===== config.mk =====
export PLATFORM = sky130hd
export DESIGN_NAME = lfct_cordic_cell
export DESIGN_NICKNAME = d
export VERILOG_FILES = /design/src/lfct_pkg.sv /design/src/lfct_cordic_cell.sv
export SDC_FILE = /design/constraint.sdc
export NUM_CORES = 1
export LEC_CHECK = 0
export BUFFER_PORTS_ARGS = -buffer_cell sky130_fd_sc_hd__clkbuf_2
export CAP_MARGIN = 0
export CORE_AREA = 2 2 290 292
export DETAILED_ROUTE_END_ITERATION = 8
export DIE_AREA = 0 0 292 294
export GPL_ROUTABILITY_DRIVEN = 1
export GPL_TIMING_DRIVEN = 0
export HOLD_SLACK_MARGIN = 0.08
export PLACE_DENSITY_LB_ADDON = 0.25
export SETUP_SLACK_MARGIN = 0.02
export SYNTH_ARGS = -nofsm -noshare
export SYNTH_HDL_FRONTEND = slang
export SYNTH_SLANG_ARGS = --single-unit

===== constraint.sdc =====
create_clock -name clock -period 3.2 [get_ports clock]
set_clock_uncertainty 0.05 [all_clocks]
set_input_delay 0.16 -clock clock [delete_from_list [all_inputs] [get_ports clock]]
set_output_delay 0.16 -clock clock [all_outputs]
set_load 0.05 [all_outputs]

===== src/lfct_pkg.sv =====
// ----------------------------------------------------------------------------
// lfct_pkg
// Shared types, widths and constants of the point crop and transform block.
// ----------------------------------------------------------------------------
`default_nettype none

package lfct_pkg;

   // field widths
   localparam int PT_W    = 24;
   localparam int WORLD_W = 32;
   localparam int R2_W    = 48;
   localparam int ROW_W   = 48;
   localparam int BND_W   = 16;
   localparam int CD_W    = 28;
   localparam int ACC_W   = 18;
   localparam int PROD_W  = 40;
   localparam int IDX_W   = 4;
   localparam int DATA_W  = 64;

   // square root steps: one result bit per cell
   localparam int SQ_STEPS = 24;
   localparam int SQ_TOP   = 2 * SQ_STEPS - 2;

   // pi in Q3.13 radians
   localparam logic signed [ACC_W-1:0] ANGLE_PI = 18'sd25736;

   // register indexes
   localparam logic [IDX_W-1:0] REG_ROW0  = 4'd0;
   localparam logic [IDX_W-1:0] REG_ROW1  = 4'd1;
   localparam logic [IDX_W-1:0] REG_ROW2  = 4'd2;
   localparam logic [IDX_W-1:0] REG_OFF_X = 4'd3;
   localparam logic [IDX_W-1:0] REG_OFF_Y = 4'd4;
   localparam logic [IDX_W-1:0] REG_OFF_Z = 4'd5;
   localparam logic [IDX_W-1:0] REG_RANGE = 4'd6;
   localparam logic [IDX_W-1:0] REG_FOV   = 4'd7;

   // transform and range settings seen by the front end
   typedef struct packed {
      logic [ROW_W-1:0]          row0;
      logic [ROW_W-1:0]          row1;
      logic [ROW_W-1:0]          row2;
      logic signed [WORLD_W-1:0] off_x;
      logic signed [WORLD_W-1:0] off_y;
      logic signed [WORLD_W-1:0] off_z;
      logic [R2_W-1:0]           max_range_sq;
   } xform_cfg_type;

   // one point as it travels down the cell chain
   typedef struct packed {
      logic                      valid;
      logic                      cloud_end;
      logic                      range_ok;
      logic                      zero_pt;
      logic                      az_zero;
      logic signed [WORLD_W-1:0] wx;
      logic signed [WORLD_W-1:0] wy;
      logic signed [WORLD_W-1:0] wz;
      logic signed [PT_W-1:0]    pz;
      logic [R2_W-1:0]           rem;
      logic [R2_W-1:0]           res;
      logic signed [CD_W-1:0]    ax;
      logic signed [CD_W-1:0]    ay;
      logic signed [ACC_W-1:0]   aa;
      logic signed [CD_W-1:0]    ex;
      logic signed [CD_W-1:0]    ey;
      logic signed [ACC_W-1:0]   ea;
   } lane_type;

   // rounded Q3.13 arctangent of 2^-i
   function automatic logic signed [ACC_W-1:0] atan_entry(input int unsigned i);
      logic signed [ACC_W-1:0] v;
      unique case (i)
         0:       v = 18'sd6434;
         1:       v = 18'sd3798;
         2:       v = 18'sd2007;
         3:       v = 18'sd1019;
         4:       v = 18'sd511;
         5:       v = 18'sd256;
         6:       v = 18'sd128;
         7:       v = 18'sd64;
         8:       v = 18'sd32;
         9:       v = 18'sd16;
         10:      v = 18'sd8;
         11:      v = 18'sd4;
         12:      v = 18'sd2;
         13:      v = 18'sd1;
         default: v = 18'sd0;
      endcase
      return v;
   endfunction

endpackage

`default_nettype wire


===== src/lfct_cordic_cell.sv =====
// ----------------------------------------------------------------------------
// lfct_cordic_cell
// One vectoring rotation for both the azimuth and the elevation vector.
// ----------------------------------------------------------------------------
`default_nettype none

module lfct_cordic_cell #(
   parameter int STAGE = 0
) (
   input  wire logic               clock,
   input  wire logic               reset,
   input  wire logic               advance,
   input  wire lfct_pkg::lane_type lane_prev,
   output lfct_pkg::lane_type      lane_next
);

   localparam logic signed [lfct_pkg::ACC_W-1:0] ATAN = lfct_pkg::atan_entry(STAGE);

   lfct_pkg::lane_type lane_in, lane_ff;

   // rotate toward the x axis and accumulate the angle
   always_comb begin
      lane_in = lane_prev;
      if (lane_prev.ay >= 0) begin
         lane_in.ax = lane_prev.ax + (lane_prev.ay >>> STAGE);
         lane_in.ay = lane_prev.ay - (lane_prev.ax >>> STAGE);
         lane_in.aa = lane_prev.aa + ATAN;
      end else begin
         lane_in.ax = lane_prev.ax - (lane_prev.ay >>> STAGE);
         lane_in.ay = lane_prev.ay + (lane_prev.ax >>> STAGE);
         lane_in.aa = lane_prev.aa - ATAN;
      end
      if (lane_prev.ey >= 0) begin
         lane_in.ex = lane_prev.ex + (lane_prev.ey >>> STAGE);
         lane_in.ey = lane_prev.ey - (lane_prev.ex >>> STAGE);
         lane_in.ea = lane_prev.ea + ATAN;
      end else begin
         lane_in.ex = lane_prev.ex - (lane_prev.ey >>> STAGE);
         lane_in.ey = lane_prev.ey + (lane_prev.ex >>> STAGE);
         lane_in.ea = lane_prev.ea - ATAN;
      end
   end

   always_ff @(posedge clock) begin
      if (reset) lane_ff <= '0;
      else if (advance) lane_ff <= lane_in;
   end

   assign lane_next = lane_ff;

endmodule

`default_nettype wire


After elaboration in Yosys (flattened, before gate mapping)
Cells that the tools add are included.
{"block": "classes", "muxes": 2, "n_addsub": 10, "n_lt_le_gt_ge": 2}
{"op": "two-way mux 74 bit", "count": 2}
{"op": "subtractor 28 bit", "count": 4}
{"op": "adder 28 bit", "count": 2}
{"op": ">= comparator 28 x 1 -> 1 bit (second input constant)", "count": 2}
{"op": "adder 18 x 14 -> 18 bit (second input constant)", "count": 2}
{"op": "subtractor 18 x 14 -> 18 bit (second input constant)", "count": 2}
{"block": "word_totals", "input_bits": 372, "word_cells": 31, "reg_bits": 369}

Logic depth before layout (Yosys ltp)
Gate-level depths: netlist of run 1.
{"block": "logic_depth", "ltp_word": 2, "depth_mapped": 15, "ltp_nobuf": 12}

Worst setup path after synthesis of run 1
OpenSTA, ideal clock, no wires.
{"block": "synth_path", "path_type": "input to register", "start": "input lane_prev[119] (netlist name)", "end": "register lane_ff, in the netlist lane_next[91]", "path_buffers": 4, "t_required_ns": 3.019, "path_slack_ns": -0.276, "cell_stages": 15, "arrival_time_ns": 3.295, "cell_sequence": "buf_2 > buf_1 > clkbuf_1 > buf_1 > xor2_1 > ha_1 > nor4_1 > a221oi_1 > a211oi_1 > o221ai_1 > o211ai_1 > nand4b_1 > a221oi_1 > mux2i_1 > nor3_1"}
{"block": "synth_between", "elab_chain_cells": 2}
{"item": "from (decl)", "line_no": "lfct_cordic_cell.sv:13", "rtl": "input wire lfct_pkg::lane_type lane_prev,"}
{"item": ">= comparator 28 x 1 -> 1 bit", "line_no": "lfct_cordic_cell.sv:24", "rtl": "if (lane_prev.ay >= 0) begin"}
{"item": "two-way mux 74 bit", "line_no": "lfct_cordic_cell.sv:24"}
{"item": "to (signal assigned)", "line_no": "lfct_cordic_cell.sv:46", "rtl": "else if (advance) lane_ff <= lane_in;"}
{"item": "to (decl)", "line_no": "lfct_cordic_cell.sv:19", "rtl": "lfct_pkg::lane_type lane_in, lane_ff;"}
No other way between the ends.
A chain may end at the register's enable or synchronous reset.

Final worst setup path of run 1
{"block": "layout_path", "start": "input lane_prev[46] (netlist name)", "end": "register lane_ff, in the netlist lane_next[45]"}
{"block": "layout_between", "elab_chain_cells": 2, "elab_cells_between_ends": 3, "classes_between": "2 x add/sub; 1 x mux"}
{"item": "adder 28 bit or subtractor 28 bit (tied branches)", "line_no": "lfct_cordic_cell.sv:39, lfct_cordic_cell.sv:35"}
{"item": "two-way mux 74 bit (*)", "line_no": "lfct_cordic_cell.sv:33", "rtl": "if (lane_prev.ey >= 0) begin"}
Every way passes the cells marked *; elsewhere a longest branch is shown, timed or not.

==> results of run 1 <==
[final cells by class]
| class | instances | area [um^2] |
|---|---|---|
| buffer | 178 | 758 |
| antenna | 20 | 50.0 |
| tap | 1080 | 1350 |
| timing repair buffer | 986 | 6210 |
| fill | 8626 | 50500 |
| clock inverter | 25 | 339 |
| multi-input combinational | 2093 | 14300 |
| inverter | 173 | 652 |
| sequential | 367 | 7350 |
| clock buffer | 63 | 1390 |
[logic make-up after synthesis]
kind of cell,Yosys count,synth area share
AO/OA/AOI/OAI,698,0.202
multiplexers,262,0.114
AND/OR/NAND/NOR,833,0.159
adder cells (fa/ha/maj),176,0.0977
XOR/XNOR,124,0.0472
flip-flops,367,0.320
buffers and inverters,353,0.0598
[worst reg2reg max path, cell delays in order, from the launching register on]
cell	delay, ps
dfxtp_1	380
o21ai_0	90
a41o_1	230
nor3b_1	170
[worst min path at each step]
| stage | startpoint | endpoint | slack [ps] |
|---|---|---|---|
| 6_report | lane_prev[84] | lane_next[84] | 110 |
| 5_1_grt | lane_prev[19] | lane_next[47] | 140 |
| 4_1_cts | lane_prev[19] | lane_next[47] | 80 |
| 3_5_place_dp | lane_prev[352] | lane_next[352] | 350 |
| 3_3_place_gp | lane_prev[294] | lane_next[294] | 350 |
| 2_1_floorplan | lane_prev[1] | lane_next[1] | 210 |
[synth_stat cells, drive strengths merged (6+ instances only)]
library cell  instances  area share
nor2                473       0.077
dfxtp               367        0.32
mux2i               260        0.11
a21oi               184       0.040
inv                 171       0.028
ha                  170       0.093
o21ai               149       0.032
nand2               130       0.021
clkbuf              104       0.017
xnor2                92       0.035
a211oi               89       0.029
buf                  76       0.015
a21o                 51       0.017
nor3                 45       0.010
nand3                41      0.0089
xor2                 32       0.012
nor2b                27      0.0073
o21bai               27      0.0090
nand2b               24      0.0065
o31ai                21      0.0075
a31oi                20      0.0057
nor4                 15      0.0041
o211ai               13      0.0042
or2                  12      0.0033
or3                  12      0.0033
a2111oi              11      0.0056
a211o                11      0.0042
and3                 11      0.0030
o221ai               11      0.0045
nand4                10      0.0027
or4                  10      0.0033
o21a                  9      0.0030
a221oi                8      0.0033
and2                  8      0.0022
o2111ai               7      0.0027
o41ai                 7      0.0030
a22o                  6      0.0023
a311oi                6      0.0026
a41oi                 6      0.0023
fa                    6      0.0052
nand3b                6      0.0025
[routing by layer]
metal / up-vias / wire [um] / GRT usage
li1: 11900 / - / -
met1: 11900 / 51900 / 0.352
met2: 1118 / 51600 / 0.407
met3: 223 / 10400 / 0.0667
met4: 32 / 3700 / 0.0793
met5: - / 186 / 0
[stage by stage]
step	setup slack, ps	area, um^2	hold WS (ps)	setup TNS, ps
after floorplan	34.8	23000	209	0
after detailed placement	-1570	28000	351	-22240
final	94.8	32400	108	0
after global placement	-1630	28000	345	-23810
after global routing	31.6	32400	136	0
after CTS	47.7	32300	80.7	0
[power by group through the flow]
stage | clock network, uW | logic, uW | registers (uW)
floorplan | 0 | 2150 | 6430
global placement | 0 | 5020 | 5260
detailed placement | 0 | 5010 | 5260
CTS | 6030 | 5320 | 5170
global route | 6190 | 5710 | 5210
finish | 5880 | 5370 | 5170
[timing repair]
item,CTS,global route
hold buffers,255,0
gates resized for setup,18,19
pin swaps,0,2
hold endpoints to repair,255,0
setup endpoints to repair,11,18
==> results.toml, run 1 <==
[outcome]
status = "finished clean"

[clocking]
clk_transition_reported_paths_ps = 60
root_buffer = "clkbuf_16"
clkLatencyLatePin_ps = 600
clock_tree_from_tritoncts = "built"
clockBufferDepth = 3
clock_sinks = 367
postCtsSetupBuffers = 0
cts_bufs_inserted = 48
deepest_level_of_the_cts_h_tree = 2

[setup_path]
worst-endpoint-arrival_ps = 3560
timing.critical_path.to = "lane_next[45]"
rr_endpoint = "lane_next[147]"
timing.critical_path.fanout_max = 3
critical_path.startpoint_type = "input pin"
crit_path_class = "in2reg"
endpoint_kind = "flip-flop"
reg2regPathDepth = 3
worst-path-buf-inv = 2
timing.reg2reg.setup_slack_ps = 2210
crit_path_start = "lane_prev[46]"
worst_ep_required_time_ps = 3650
cp_num_cells = 12
worst_path_cell_trace = "clkbuf_2 -> dlygate4sd3_1 -> ha_1 -> nand3b_4 -> a2111o_1 -> a31oi_2 -> o21bai_2 -> a2111oi_4 -> o21ai_1 -> a211o_1 -> mux2_4 -> a31o_1"
cpMaxStageDelayCell = "dlygate4sd3_1"
worst_path_largest_cell_delay_ps = 550
cp_top_family = "compound AO/OA/AOI/OAI gates"
reg2reg_from = "lane_next[147]"

[global_routing]
antenna_found_initial = 36
grt_pass1_wl_um = 167000
largest_net_degree_at_the_start_of_global_routing = 20
grt_overflow = 0
gr-usage-all-layers = 0.261
first_global_vias = 24100

[timing]
rsz0062_at_grt = "no"
report.final.hold_viol_count = 0
worst_slew_margin_rel = 0.0564
post-route-period-util = 0.970
final_period_minus_worst_setup_slack_ps = 3110
finalSetupViolCount = 0
max_slew.worst_pin.slew_ps = 1420
final_max_slew_viol_count = 0
maximum_achievable_frequency_mhz = 322

[hold_path]
worst_min_path_class = "in2reg"
worst_hold_path.num_cells = 3

[die]
floorplan.die.height_um = 294
floorplan.io_pins = 741
floorplan.die_area_um2 = 85800
die_width_um = 292
placementRows = 106
effective_utilization_at_floorplan = 0.277
core_area_um2 = 82900

[placed_design]
hpwl_um = 93800
dp_cell_count = 4624
finalWeightedCongestion = 0.970
port_buffers = 731

[finish]
largest_reg_flops = 367
layout_cells_sized_above_1 = 0.233
final_common_cell = "clkbuf_2"
final_net_count = 4395
stdcell_count = 4985
area_delta_synth_final_pct = 41.1
layout.core_utilization = 0.391
most-common-layout-cells = "clkbuf_2 (735), nor2_1 (473), dfxtp_1 (367)"

[power_and_ir_drop]
post-layout-total-power_uw = 16400
power.leakage_uw = 0.0156
total_switching_power_uw = 6310
p_int_uw = 10100
clock_power_share = 0.358
irDropWorstVdd_mv = 0.373
pwr-share-seq = 0.315
proportion_of_total_power_due_to_net_switching = 0.384
power_density_nw_per_um2 = 506
pwr-share-comb = 0.327

[routing]
totalWireLength_um = 118000
drt_first_pass_iters = 6
initialDrtViolationCount = 1934
via_per_inst = 5.04
average_wire_per_standard_cell_um = 23.6
drtAntennaViolNets = 0
num_vias = 25100
detail_route.drc_violations = 0

[yosys]
synth-edff-count = 0
synthesis.area_um2 = 23000
synth.ff_latch_count = 367
post_synth_arst_share = 0
synthDistinctLibCells = 96
portion_of_the_post_synthesis_area_used_by_sequential_elements = 0.320
syn_area_per_cell_um2 = 8.17
syn_nets = 3361
synth_top_flop_cell = "dfxtp_1"
synth_warnings = 0
cells_after_synth = 2813

[run]
max_cap_viols = 0
Power figures use the tool's default switching activity.
==> inputs of run 2 (changes only) <==
RECOVER_POWER = 25   (was default)
==> run 2 against run 1 <==
Flip-flop and latch count stayed put; routed wire length is 0.20% higher; combinational power is 0.7% lower; clock-buffer cell count stayed put; cell count hardly changed; hold slack better by 7.0 ps; first-iteration DRC count is 1.3% lower; setup slack worse by 11 ps; largest power group unchanged; highest routed layer unchanged.
==> results.toml, run 2 (same netlist as run 1, synthesis figures left out) <==
[setup_path]
worst_ep_required_time_ps = 3650
timing.critical_path.fanout_max = 3
worst-endpoint-arrival_ps = 3570
critical_path.startpoint_type = "input pin"
cpMaxStageDelayCell = "dlygate4sd3_1"
reg2regPathDepth = 3
cp_top_family = "compound AO/OA/AOI/OAI gates"
worst_path_cell_trace = "clkbuf_2 -> dlygate4sd3_1 -> ha_1 -> nand3b_4 -> a2111o_1 -> a31oi_2 -> o21bai_2 -> a2111oi_4 -> o21ai_1 -> a211o_1 -> mux2_4 -> a31o_1"
endpoint_kind = "flip-flop"
worst_path_largest_cell_delay_ps = 550
crit_path_class = "in2reg"
worst-path-buf-inv = 2
cp_num_cells = 12

[clocking]
deepest_level_of_the_cts_h_tree = 2
clk_transition_reported_paths_ps = 60
postCtsSetupBuffers = 0
cts_bufs_inserted = 48
clockBufferDepth = 3
root_buffer = "clkbuf_16"
clock_tree_from_tritoncts = "built"
clock_sinks = 367
clkLatencyLatePin_ps = 600

[timing]
finalWorstSetupSlack_ps = 84.1
max_slew.worst_pin.slew_ps = 1330
report.final.hold_viol_count = 0
post-route-period-util = 0.974
maximum_achievable_frequency_mhz = 321
worst_slew_margin_rel = 0.112
rsz0062_at_grt = "no"
finalSetupViolCount = 0
final_max_slew_viol_count = 0
final_period_minus_worst_setup_slack_ps = 3120

[routing]
drt_first_pass_iters = 5
num_vias = 25200
via_per_inst = 5.06
drtAntennaViolNets = 0
totalWireLength_um = 118000
average_wire_per_standard_cell_um = 23.7
initialDrtViolationCount = 1908
detail_route.drc_violations = 0

[power_and_ir_drop]
post-layout-total-power_uw = 16400
irDropWorstVdd_mv = 0.371
power.leakage_uw = 0.0150
power_density_nw_per_um2 = 509

[finish]
multi_input_comb_area_um2 = 14300
area.sequential_um2 = 7350
nFillCells = 8721
final_design_instance_area_without_fill_um2 = 32200
most-common-layout-cells = "clkbuf_2 (551), nor2_1 (473), dfxtp_1 (367)"
final_common_cell = "clkbuf_2"
layout_cells_sized_above_1 = 0.185
largest_reg_flops = 367
final_net_count = 4395
area_delta_synth_final_pct = 40.1

[placed_design]
hpwl_um = 93800
pre_cts_ws_ps = -1570
post_dp_cell_area_um2 = 28000
finalWeightedCongestion = 0.970
port_buffers = 731

[die]
core_area_um2 = 82900
effective_utilization_at_floorplan = 0.277
die_width_um = 292
floorplan.die.height_um = 294
floorplan.io_pins = 741
placementRows = 106
floorplan.die_area_um2 = 85800

[run]
max_cap_viols = 0

[global_routing]
grt_overflow = 0
antenna_found_initial = 36
first_global_vias = 24100
grt_pass1_wl_um = 167000
gr-usage-all-layers = 0.261
largest_net_degree_at_the_start_of_global_routing = 20

[hold_path]
worst_min_path_class = "in2reg"
worst_hold_path.num_cells = 3

[outcome]
status = "finished clean"
## run 2: changes by cell type in the layout (fill, tap and decap cells not counted)
| cell | delta |
|---|---|
| clkbuf_1 | +184 |
| clkbuf_2 | -184 |
| diode_2 | +1 |
## run 2: routing by layer
layer | GRT usage | routed length, um | vias to the layer above
met3 | 0.0667 | 10300 | 219
li1 | - | - | 11900
met5 | 0 | 183 | -
met1 | 0.352 | 52200 | 11900
met2 | 0.407 | 51600 | 1167
met4 | 0.0793 | 3640 | 32
## run 2: area by class of cell
| type | count | share of cell area |
|---|---|---|
| Sequential cell | 367 | 0.228 |
| Antenna cell | 21 | 0.00163 |
| Buffer | 178 | 0.0235 |
| Clock inverter | 25 | 0.0105 |
| Clock buffer | 63 | 0.0431 |
| Inverter | 173 | 0.0202 |
| Tap cell | 1080 | 0.0420 |
| Multi-Input combinational cell | 2093 | 0.445 |
| Timing Repair Buffer | 986 | 0.186 |
## run 2: worst paths after layout
check                  from              to  slack, ps
min reg2reg   lane_next[37]   lane_next[37]        400
min           lane_prev[84]   lane_next[84]        110
max           lane_prev[46]   lane_next[45]         80
max reg2reg  lane_next[147]  lane_next[147]       2210
## run 2: power breakdown
part	switching [uW]	total (uW)	internal, uW
registers	240	5170	4930
logic	3680	5330	1650
clock network	2390	5880	3490
total	6320	16400	10100
## run 2: worst min-delay path: stages
cell and delay, ps:
clkbuf_2 140, xnor2_1 200, a22o_1 220
## run 2: stage by stage
step	util	TNS [ps]	std cells	hold WS (ps)
global placement	0.338	-23810	4624	345
finish	0.389	0	4986	115
CTS	0.390	0	4966	80.7
floorplan	-	0	2813	209
detailed placement	0.338	-22240	4624	351
global route	0.388	0	4974	136
## run 2: timing repair
item | in CTS | in global routing
pin swaps | 0 | 2
resized for setup | 18 | 19
setup endpoints to repair | 11 | 18
hold endpoints to repair | 255 | 0
hold buffers | 255 | 0
cloned | 0 | 0
