===== config.mk =====
export PLATFORM = sky130hd
export DESIGN_NAME = lfct_sqrt_cell
export DESIGN_NICKNAME = d
export VERILOG_FILES = /design/src/lfct_pkg.sv /design/src/lfct_sqrt_cell.sv
export SDC_FILE = /design/constraint.sdc
export NUM_CORES = 1
export LEC_CHECK = 0
export CORE_AREA = 4 4 282 284
export DETAILED_ROUTE_END_ITERATION = 8
export DIE_AREA = 0 0 286 288
export DONT_BUFFER_PORTS = 1
export PLACE_DENSITY = 0.39
export SLEW_MARGIN = 5
export SYNTH_ARGS = -nofsm -noshare
export SYNTH_HDL_FRONTEND = slang
export SYNTH_SLANG_ARGS = --single-unit
export TNS_END_PERCENT = 20

===== constraint.sdc =====
create_clock -name clock -period 4.75 [get_ports clock]
set_clock_uncertainty 0.2 [all_clocks]
set_input_delay 0.95 -clock clock [delete_from_list [all_inputs] [get_ports clock]]
set_output_delay 0.95 -clock clock [all_outputs]
set_load 0.01 [all_outputs]

===== src/lfct_pkg.sv =====
// ----------------------------------------------------------------------------
// lfct_pkg
// Shared types, widths and constants of the point crop and transform block.
// ----------------------------------------------------------------------------
`default_nettype none

package lfct_pkg;

   // field widths
   localparam int PT_W    = 24;
   localparam int WORLD_W = 32;
   localparam int R2_W    = 48;
   localparam int ROW_W   = 48;
   localparam int BND_W   = 16;
   localparam int CD_W    = 28;
   localparam int ACC_W   = 18;
   localparam int PROD_W  = 40;
   localparam int IDX_W   = 4;
   localparam int DATA_W  = 64;

   // square root steps: one result bit per cell
   localparam int SQ_STEPS = 24;
   localparam int SQ_TOP   = 2 * SQ_STEPS - 2;

   // pi in Q3.13 radians
   localparam logic signed [ACC_W-1:0] ANGLE_PI = 18'sd25736;

   // register indexes
   localparam logic [IDX_W-1:0] REG_ROW0  = 4'd0;
   localparam logic [IDX_W-1:0] REG_ROW1  = 4'd1;
   localparam logic [IDX_W-1:0] REG_ROW2  = 4'd2;
   localparam logic [IDX_W-1:0] REG_OFF_X = 4'd3;
   localparam logic [IDX_W-1:0] REG_OFF_Y = 4'd4;
   localparam logic [IDX_W-1:0] REG_OFF_Z = 4'd5;
   localparam logic [IDX_W-1:0] REG_RANGE = 4'd6;
   localparam logic [IDX_W-1:0] REG_FOV   = 4'd7;

   // transform and range settings seen by the front end
   typedef struct packed {
      logic [ROW_W-1:0]          row0;
      logic [ROW_W-1:0]          row1;
      logic [ROW_W-1:0]          row2;
      logic signed [WORLD_W-1:0] off_x;
      logic signed [WORLD_W-1:0] off_y;
      logic signed [WORLD_W-1:0] off_z;
      logic [R2_W-1:0]           max_range_sq;
   } xform_cfg_type;

   // one point as it travels down the cell chain
   typedef struct packed {
      logic                      valid;
      logic                      cloud_end;
      logic                      range_ok;
      logic                      zero_pt;
      logic                      az_zero;
      logic signed [WORLD_W-1:0] wx;
      logic signed [WORLD_W-1:0] wy;
      logic signed [WORLD_W-1:0] wz;
      logic signed [PT_W-1:0]    pz;
      logic [R2_W-1:0]           rem;
      logic [R2_W-1:0]           res;
      logic signed [CD_W-1:0]    ax;
      logic signed [CD_W-1:0]    ay;
      logic signed [ACC_W-1:0]   aa;
      logic signed [CD_W-1:0]    ex;
      logic signed [CD_W-1:0]    ey;
      logic signed [ACC_W-1:0]   ea;
   } lane_type;

   // rounded Q3.13 arctangent of 2^-i
   function automatic logic signed [ACC_W-1:0] atan_entry(input int unsigned i);
      logic signed [ACC_W-1:0] v;
      unique case (i)
         0:       v = 18'sd6434;
         1:       v = 18'sd3798;
         2:       v = 18'sd2007;
         3:       v = 18'sd1019;
         4:       v = 18'sd511;
         5:       v = 18'sd256;
         6:       v = 18'sd128;
         7:       v = 18'sd64;
         8:       v = 18'sd32;
         9:       v = 18'sd16;
         10:      v = 18'sd8;
         11:      v = 18'sd4;
         12:      v = 18'sd2;
         13:      v = 18'sd1;
         default: v = 18'sd0;
      endcase
      return v;
   endfunction

endpackage

`default_nettype wire


===== src/lfct_sqrt_cell.sv =====
// ----------------------------------------------------------------------------
// lfct_sqrt_cell
// One step of the floor square root of x*x + y*y: decides one result bit.
// ----------------------------------------------------------------------------
`default_nettype none

module lfct_sqrt_cell #(
   parameter int BIT_POS = 46
) (
   input  wire logic               clock,
   input  wire logic               reset,
   input  wire logic               advance,
   input  wire lfct_pkg::lane_type lane_prev,
   output lfct_pkg::lane_type      lane_next
);

   localparam logic [lfct_pkg::R2_W-1:0] BIT = lfct_pkg::R2_W'(1) << BIT_POS;

   lfct_pkg::lane_type lane_in, lane_ff;
   logic [lfct_pkg::R2_W-1:0] trial;

   // subtract the trial square when it fits
   always_comb begin
      lane_in = lane_prev;
      trial   = lane_prev.res + BIT;
      if (lane_prev.rem >= trial) begin
         lane_in.rem = lane_prev.rem - trial;
         lane_in.res = (lane_prev.res >> 1) + BIT;
      end else begin
         lane_in.res = lane_prev.res >> 1;
      end
   end

   always_ff @(posedge clock) begin
      if (reset) lane_ff <= '0;
      else if (advance) lane_ff <= lane_in;
   end

   assign lane_next = lane_ff;

endmodule

`default_nettype wire


Yosys cells after proc, flatten, opt, wreduce, memory -nomap -nowiden --
Cells that the tools add are included.
Operators by class: $add $sub $neg 3, magnitude comparators 1, muxes and demuxes 2
Operators by type and width (number):
- 2-to-1 mux 48 bit | 2
- adder 47 x 47 -> 48 bit (second input constant) | 1
- adder 48 x 47 -> 48 bit (second input constant) | 1
- greater-or-equal comparator 48 bit | 1
- subtractor 48 bit | 1
Word-level totals: register bits 369, output and inout bits 369, word-level logic and storage cells 23

Depth between registers and ports, before layout --
Gate-level depths: netlist of the first run.
depth in word-level cells 3, depth in mapped cells 14

Worst setup path after synthesis of the first run --
OpenSTA, ideal clock, no wires.
kind input port to flip-flop, start input lane_prev[187] (netlist bit), end register lane_ff, in the netlist lane_next[194], library setup time 0.128 ns, data arrival time 3.334 ns, data required time 4.422 ns, setup slack 1.089 ns, stages 14, path buffers 3, cells stage by stage inv_1 ha_1 buf_6 a21oi_2 o21ai_2 a2111oi_2 o21bai_1 a221oi_2 o211ai_2 buf_2 buf_4 ha_1 mux2i_1 nor2_1
RTL lines:
- start, declared | line lfct_sqrt_cell.sv:13 | input wire lfct_pkg::lane_type lane_prev,
- end signal, assigned | line lfct_sqrt_cell.sv:36 | else if (advance) lane_ff <= lane_in;
- end, declared | line lfct_sqrt_cell.sv:19 | lfct_pkg::lane_type lane_in, lane_ff;

Worst setup path after layout of the first run --
start input lane_prev[191] (netlist bit), end register lane_ff, in the netlist lane_next[202]
Between the ends: cells in the longest elaborated chain, start to end 3
RTL lines:
- adder 48 x 47 -> 48 bit | line lfct_sqrt_cell.sv:25 | trial = lane_prev.res + BIT;
- greater-or-equal comparator 48 bit | line lfct_sqrt_cell.sv:26 | if (lane_prev.rem >= trial) begin
- 2-to-1 mux 48 bit | line lfct_sqrt_cell.sv:26
Every way passes these cells. A chain may end at the register's enable or synchronous reset.

==> metrics.cfg, run 1 <==
[status]
status = finished with violations
violations = slew limit

[clock_tree]
cts-resized-gates = 0
ctsLongestPathBuffers = 3
numCtsBuffers = 43
path_clk_slew_ns = 0.06
cts_setup_buffers = 0
cts_tree = done
htreeDepth = 2
insertion_delay_ns = 0.59
cts_root_buf = clkbuf_16
cts.sinks = 369
postCtsHoldBufs = 0

[floorplanning]
initial_core_util_pct = 21.4
die_h_um = 288
core_sq_um = 77100
placement_rows = 102
die_area_sq_um = 82400
die_x_um = 286
io_pins = 741

[worst_setup_path]
r2r_cells = 2
start_kind = input pin
r2r_slack_ns = 3.44
required_ns = 5.02
cp_max_fo = 34
crit_slowest_cell = o211ai_4
path_cells = inv_1 > ha_1 > nand3_1 > nor4_2 > nand4_1 > o211ai_4 > inv_6 > or2_2 > a311oi_2
endpoint_kind = flop
endpoint = lane_next[202]
worstReg2RegEnd = lane_next[234]
regToRegStartpoint = lane_next[234]
max_stage_delay_ns = 0.69
critPathLaunch = lane_prev[191]
cp.arrival_ns = 4.00
criticalPathCategory = input pin to flop

[timing]
fmax_mhz = 268
setup_viol_count_final = 0
hold_viol = 0
fin_crit_ns = 3.73
rsz0062_at_grt = false
timing.setup.tns_ns = 0
finalCritPeriodShare_pct = 78.6
worst_pin_slew_ns = 1.70
relSlewSlack_pct = -13.6
slew_viol_final = 116

[routing]
routed_wl_mm = 62.4
drt_iter0_drc = 570
drc = 0
vias_per_cell = 4.46
drt_first_pass_iters = 5
avgRoutedWirePerCell_um = 22.2
routed-via-count = 12500
drtAntennaViolNets = 0

[placement]
place.gp.congestion = 0.819
place_hpwl_mm = 48.0
portBuffers = 0

[global_routing]
grt_start_max_net_pins = 420
grt_pass1_wl_mm = 87.5
grt_usage_pct = 14.1
grt_pass1_vias = 12700
grt.overflow.total = 0
antenna_found_initial = 7

[synthesis]
synth_area_sq_um = 16500
yosys.area_share.simple_pct = 15.0
yosys.area_share.adder_pct = 3.83
synthMuxAreaShare_pct = 20.0
synth_xor_xnor_area_share_pct = 1.85
syn_nets = 2223
ys_seq_elements = 369
ys.flop_type = dfxtp_1
synth-seq-area-share_pct = 44.7
syn_avg_cell_area_sq_um = 9.18
synth_compound_area_share_pct = 10.2
yosysWarnings = 0
ys_types = 71
syn_inst = 1801
synth_edf_count = 0
synth_top_family_by_area = multiplexers
synthArstFlopShare_pct = 0

[finish]
fin_nets = 2158
syn2layout_area_growth_pct = 14.2
drive_gt1_share_pct = 6.12
largest_reg_flops = 369

[worst_hold_path]
hold_class = input pin to flop

[flow_run]
cap_viol_max_count = 0

[power]
finalPower_mw = 7.87
peakVddDrop_mv = 0.257
p_leak_nw = 8.12
power.density_nw_per_um2 = 417

## power breakdown
part	internal, mW	switching (mW)	total, mW
Sequential	3.30	0.292	3.59
Clock	1.96	1.42	3.38
Combinational	0.421	0.483	0.904
## placed cells by master (no fill, tap or decap), types with 9 or more instances in the layout
cell type  instances
inv_1             54
nand2_1          108
nand4_1           14
a31oi_1           15
xor2_1             9
xnor2_1           26
nand3_1           14
a21oi_1           62
nor2b_1           13
o21ai_0           33
a211oi_1          10
buf_4             11
mux2i_1          326
a21o_1            20
nor3_1            13
nor2_1           399
ha_1              49
clkbuf_16         43
clkinv_2           9
a311oi_1          26
dfxtp_1          369
## kinds of logic after synthesis
family | count (synthesis)
fa+ha+maj | 50
mux | 330
xor+xnor | 35
compound gates | 240
simple gates | 600
buf+inv | 177
flops | 369
## metal layers
metal / global-route usage [%] / wire length, um / vias up
met5: 0 / 37 / -
met2: 25.1 / 31600 / 473
met3: 5.56 / 5850 / 96
li1: - / - / 6055
met1: 15.2 / 22900 / 5911
met4: 4.92 / 2020 / 6
## cells in the mapped netlist (3+ instances only)
| cell type | number | area share, % |
|---|---|---|
| nor2_1 | 399 | 9.1 |
| dfxtp_1 | 369 | 45 |
| mux2i_1 | 326 | 20 |
| nand2_1 | 108 | 2.5 |
| clkbuf_1 | 68 | 1.5 |
| a21oi_1 | 62 | 1.9 |
| inv_1 | 54 | 1.2 |
| ha_1 | 49 | 3.7 |
| buf_1 | 34 | 0.77 |
| o21ai_0 | 33 | 1.0 |
| a311oi_1 | 26 | 1.4 |
| xnor2_1 | 26 | 1.4 |
| a21o_1 | 20 | 0.91 |
| a31oi_1 | 15 | 0.57 |
| nand3_1 | 14 | 0.42 |
| nand4_1 | 14 | 0.53 |
| nor2b_1 | 13 | 0.49 |
| nor3_1 | 13 | 0.39 |
| buf_2 | 11 | 0.33 |
| a211oi_1 | 10 | 0.45 |
| xor2_1 | 9 | 0.48 |
| o211ai_1 | 8 | 0.36 |
| nand2b_1 | 7 | 0.26 |
| o21a_1 | 7 | 0.32 |
| o21ai_1 | 6 | 0.18 |
| o21bai_1 | 6 | 0.27 |
| buf_6 | 5 | 0.34 |
| a2111oi_2 | 4 | 0.36 |
| a311oi_2 | 4 | 0.36 |
| mux2_2 | 4 | 0.27 |
| o31ai_1 | 4 | 0.18 |
| or3_1 | 4 | 0.15 |
| a2111oi_0 | 3 | 0.16 |
| a211o_1 | 3 | 0.16 |
| and3_1 | 3 | 0.11 |
| and4_1 | 3 | 0.16 |
| buf_4 | 3 | 0.14 |
| nand4b_1 | 3 | 0.16 |
| o221ai_1 | 3 | 0.16 |
| o22ai_1 | 3 | 0.11 |
| or2_0 | 3 | 0.11 |
## layout make-up
| type | count | area [sq um] |
|---|---|---|
| fill | 8451 | 58200 |
| multi-input combinational | 1255 | 8420 |
| sequential | 369 | 7390 |
| tap | 1040 | 1300 |
| clock buffer | 54 | 1190 |
| clock inverter | 21 | 255 |
| inverter | 55 | 211 |
| timing repair buffer | 12 | 103 |
| antenna | 3 | 7.51 |
## worst min path at each step
stage	depth (start not counted)	from	endpoint
after floorplan	2	lane_next[196]	lane_next[196]
after global placement	2	lane_next[206]	lane_next[206]
after detailed placement	2	lane_next[206]	lane_next[206]
after CTS	1	reset	lane_next[82]
after global routing	1	reset	lane_next[65]
final	1	reset	lane_next[82]
## through the flow
stage          setup WS, ns  hold WS (ns)  cell area (sq um)  util [%]  cells
6_report               1.02         0.230              18900      24.5   2809
3_3_place_gp          0.418         0.334              17400      22.6   2731
4_1_cts                1.04         0.204              18900      24.5   2806
2_1_floorplan          1.09         0.291              16500         -   1801
5_1_grt               0.840         0.188              18900      24.5   2807
3_5_place_dp          0.437         0.341              17400      22.6   2731
## critical path: cells and delay by family
family | cells | cell delay (ns)
AO/OA/AOI/OAI | 2 | 0.95
adder cells (fa/ha/maj) | 1 | 0.46
buffers and inverters | 2 | 0.31
AND/OR/NAND/NOR | 4 | 1.28
(Power assumes the default switching activity.)
==> run 2: changes to the inputs <==
ABC_AREA = 1   (was default)
CORE_AREA = 4 4 285 287   (was 4 4 282 284)
DIE_AREA = 0 0 289 291   (was 0 0 286 288)
PLACE_DENSITY = 0.41   (was 0.39)
clock period = 3.55 ns   (was 4.75 ns; I/O delays follow)
==> run 2 against run 1 <==
Against the previous run:
- the run now ends clean
- die area grew 2.1%
- cell count grew 33%
- highest routed layer unchanged
- global-route usage grew 3.2 points
- largest power group is now clock
- critical path depth grew 7
- critical endpoint is now lane_next[194]
- sequential share of layout area shrank 3.1 points
==> metrics.cfg, run 2 <==
[clock_tree]
postCtsHoldBufs = 1  ; +1
ctsLongestPathBuffers = 3  ; unchanged
cts_tree = done
cts_setup_buffers = 0  ; unchanged
numCtsBuffers = 47  ; +9.3%
path_clk_slew_ns = 0.06  ; about the same
cts_root_buf = clkbuf_16
cts-resized-gates = 0  ; unchanged
htreeDepth = 2  ; unchanged
cts.sinks = 369  ; unchanged
insertion_delay_ns = 0.59  ; about the same

[synthesis]
ys_seq_elements = 369  ; unchanged
netlist_top_cells_count = nand2_1, dfxtp_1, a21oi_1
ys.flop_type = dfxtp_1
synth_top_area_share_pct = 41.4  ; -3.3 points
yosysMostFrequentCell = nand2_1
syn_nets = 3150  ; +42%
synth-seq-area-share_pct = 41.4  ; -3.3 points
synthTopCellsByArea = dfxtp_1, nand2_1, a21oi_1, inv_1, ha_1
yosysWarnings = 0  ; unchanged
synth_area_sq_um = 17900  ; +8.0%
syn_avg_cell_area_sq_um = 6.55  ; -29%
synthArstFlopShare_pct = 0  ; unchanged
synth_edf_count = 0  ; unchanged
ys_types = 31  ; -56%
yosysTopAreaCell = dfxtp_1
syn_inst = 2728  ; +51%

[timing]
setup_viol_count_final = 0  ; unchanged
timing.setup.tns_ns = 0  ; unchanged
fin_crit_ns = 2.57
finalCritPeriodShare_pct = 72.5
relSlewSlack_pct = 44.3  ; +58 points
fin_ws_ns = 0.976  ; -0.0416 ns
slew_viol_final = 0  ; -100%
hold_viol = 0  ; unchanged
fmax_mhz = 388
worst_pin_slew_ns = 0.835  ; -0.870 ns
rsz0062_at_grt = false

[placement]
portBuffers = 0  ; unchanged
place.gp.congestion = 0.884  ; +7.9%
dp_cells = 3651  ; +34%
place_ws_ns = 0.371  ; -0.0659 ns
place_hpwl_mm = 58.8  ; +23%

[worst_setup_path]
required_ns = 3.83  ; -1.19 ns
path_cells = inv_1 > ha_1 > fa_1 > inv_1 > nand2_1 > nand2_1 > nand3_1 > nand2_1 > nand2_1 > nand3_1 > nand2_2 > nand3_2 > buf_12 > ha_1 > nand2_1 > a21oi_1
criticalPathCategory = input pin to flop
max_stage_delay_ns = 0.41  ; -0.28 ns
cp.arrival_ns = 2.85  ; -1.15 ns
cp_max_fo = 22  ; -35%
start_kind = input pin
crit_slowest_cell = fa_1
crit_top_cell = nand2_1
endpoint_kind = flop

[routing]
drtAntennaViolNets = 0  ; unchanged
drt_iter0_drc = 1000  ; +75%
routed-via-count = 16700  ; +33%
avgRoutedWirePerCell_um = 20.6  ; -7.1%
highest_layer = met5
drt_first_pass_iters = 5  ; unchanged
drc = 0  ; unchanged
dr_wl_met2_mm = 33.7  ; +6.6%
dr_wl_met3_mm = 9.00  ; +54%
routed_wl_mm = 77.4  ; +24%
vias_per_cell = 4.44  ; -0.47%
wl_met1_mm = 32.7  ; +43%

[global_routing]
grt.overflow.total = 0  ; unchanged
grt_usage_pct = 17.3  ; +3.2 points
grt_pass1_vias = 15800  ; +25%
antenna_found_initial = 15  ; +8
grt_start_max_net_pins = 416  ; -0.95%
grt_pass1_wl_mm = 110  ; +25%

[power]
power_frac_comb_pct = 12.9  ; +1.4 points
p_leak_nw = 9.29  ; +14%
internal-power_mw = 7.80  ; +37%
clkPwrFrac_pct = 44.1  ; +1.2 points
switching_share_pct = 30.0  ; +2.1 points
seq_power_share_pct = 43.0  ; -2.6 points
netSwitchingPower_mw = 3.34  ; +52%
power.density_nw_per_um2 = 544  ; +30%
peakVddDrop_mv = 0.334  ; +30%

[floorplanning]
die_x_um = 289  ; +1.0%
initial_core_util_pct = 22.7  ; +1.3 points
die_area_sq_um = 84100  ; +2.1%
die_h_um = 291  ; +1.0%
placement_rows = 103  ; +0.98%
io_pins = 741  ; unchanged
core_sq_um = 78600  ; +2.0%

[worst_hold_path]
hold_class = input pin to flop

[finish]
mostFrequentLayoutCells = nand2_1, dfxtp_1, a21oi_1
drive_gt1_share_pct = 4.35  ; -1.8 points
regArea_sq_um = 7390  ; unchanged
syn2layout_area_growth_pct = 14.7
fin_nets = 3075  ; +42%
nFillCells = 8904  ; +5.4%
final_common_cell = nand2_1
final_cells = 3750  ; +33%
largest_reg_flops = 369  ; unchanged
multi_input_area_sq_um = 8560  ; +1.7%

[status]
status = finished clean

[flow_run]
cap_viol_max_count = 0  ; unchanged

## run 2: cell count changes in the layout (fill, tap and decap cells not counted), sizes merged, moves of 30 or more
cell | previous run | this run
a211oi | 12 | 45
a21oi | 63 | 356
a311oi | 30 | 0
inv | 59 | 353
mux2i | 326 | 0
nand2 | 109 | 1081
nand3 | 14 | 106
nand4 | 14 | 59
nor2 | 399 | 131
o21ai | 40 | 0
## run 2: logic make-up after synthesis
logic type	Yosys count	share of synthesized area, %
buffers and inverters	493	10.7
xor gates and xnor gates	24	1.18
and+or+nand+nor	1388	31.2
AOI/OAI and AO/OA	404	12.0
adders and majority gates	50	3.55
DFF	369	41.4
## run 2: through the flow
| stage | util, % | total power, mW | hold slack, ns | instance area, sq um |
|---|---|---|---|---|
| global route | 26.0 | 11.7 | 0.000454 | 20500 |
| CTS | 26.0 | 11.3 | 0.00115 | 20400 |
| detailed placement | 23.9 | 6.31 | 0.301 | 18800 |
| finish | 26.0 | 11.1 | 0.0510 | 20500 |
| floorplan | - | 5.89 | 0.286 | 17900 |
| global placement | 23.9 | 6.32 | 0.297 | 18800 |
## run 2: critical path: cells and delay by family
kind,cells,cell delay [ns]
buffers and inverters,3,0.35
adder cells (fa/ha/maj),3,0.86
AO/OA/AOI/OAI,1,0.08
AND/OR/NAND/NOR,9,0.83
## run 2: power groups by stage
| stage | clock network [mW] | logic, mW | registers [mW] |
|---|---|---|---|
| 2_1_floorplan | 0 | 1.14 | 4.75 |
| 3_3_place_gp | 0 | 1.42 | 4.90 |
| 3_5_place_dp | 0 | 1.42 | 4.89 |
| 4_1_cts | 5.06 | 1.44 | 4.80 |
| 5_1_grt | 5.23 | 1.64 | 4.82 |
| 6_report | 4.91 | 1.44 | 4.79 |
## run 2: cell type report
| cell class | instances | area share, % |
|---|---|---|
| antenna | 9 | 0.110 |
| clock buffer | 62 | 6.46 |
| clock inverter | 25 | 1.33 |
| inverter | 351 | 6.47 |
| multi-input combinational | 1866 | 41.8 |
| sequential | 369 | 36.1 |
| tap | 1050 | 6.42 |
| timing repair buffer | 18 | 1.33 |
## run 2: layer usage
layer,vias up,global-route usage (%)
met3,101,7.79
met5,-,0
met1,7575,21.8
met2,575,26.6
met4,12,4.65
li1,8400,-
## run 2: final timing paths
path                        from             end  slack (ns)  cells after the start
setup / recovery  lane_prev[196]  lane_next[194]        0.98                     16
hold / removal             reset  lane_next[330]        0.05                      1
setup reg to reg  lane_next[192]  lane_next[192]        2.44                      2
hold reg to reg    lane_next[91]   lane_next[91]        0.31                      2
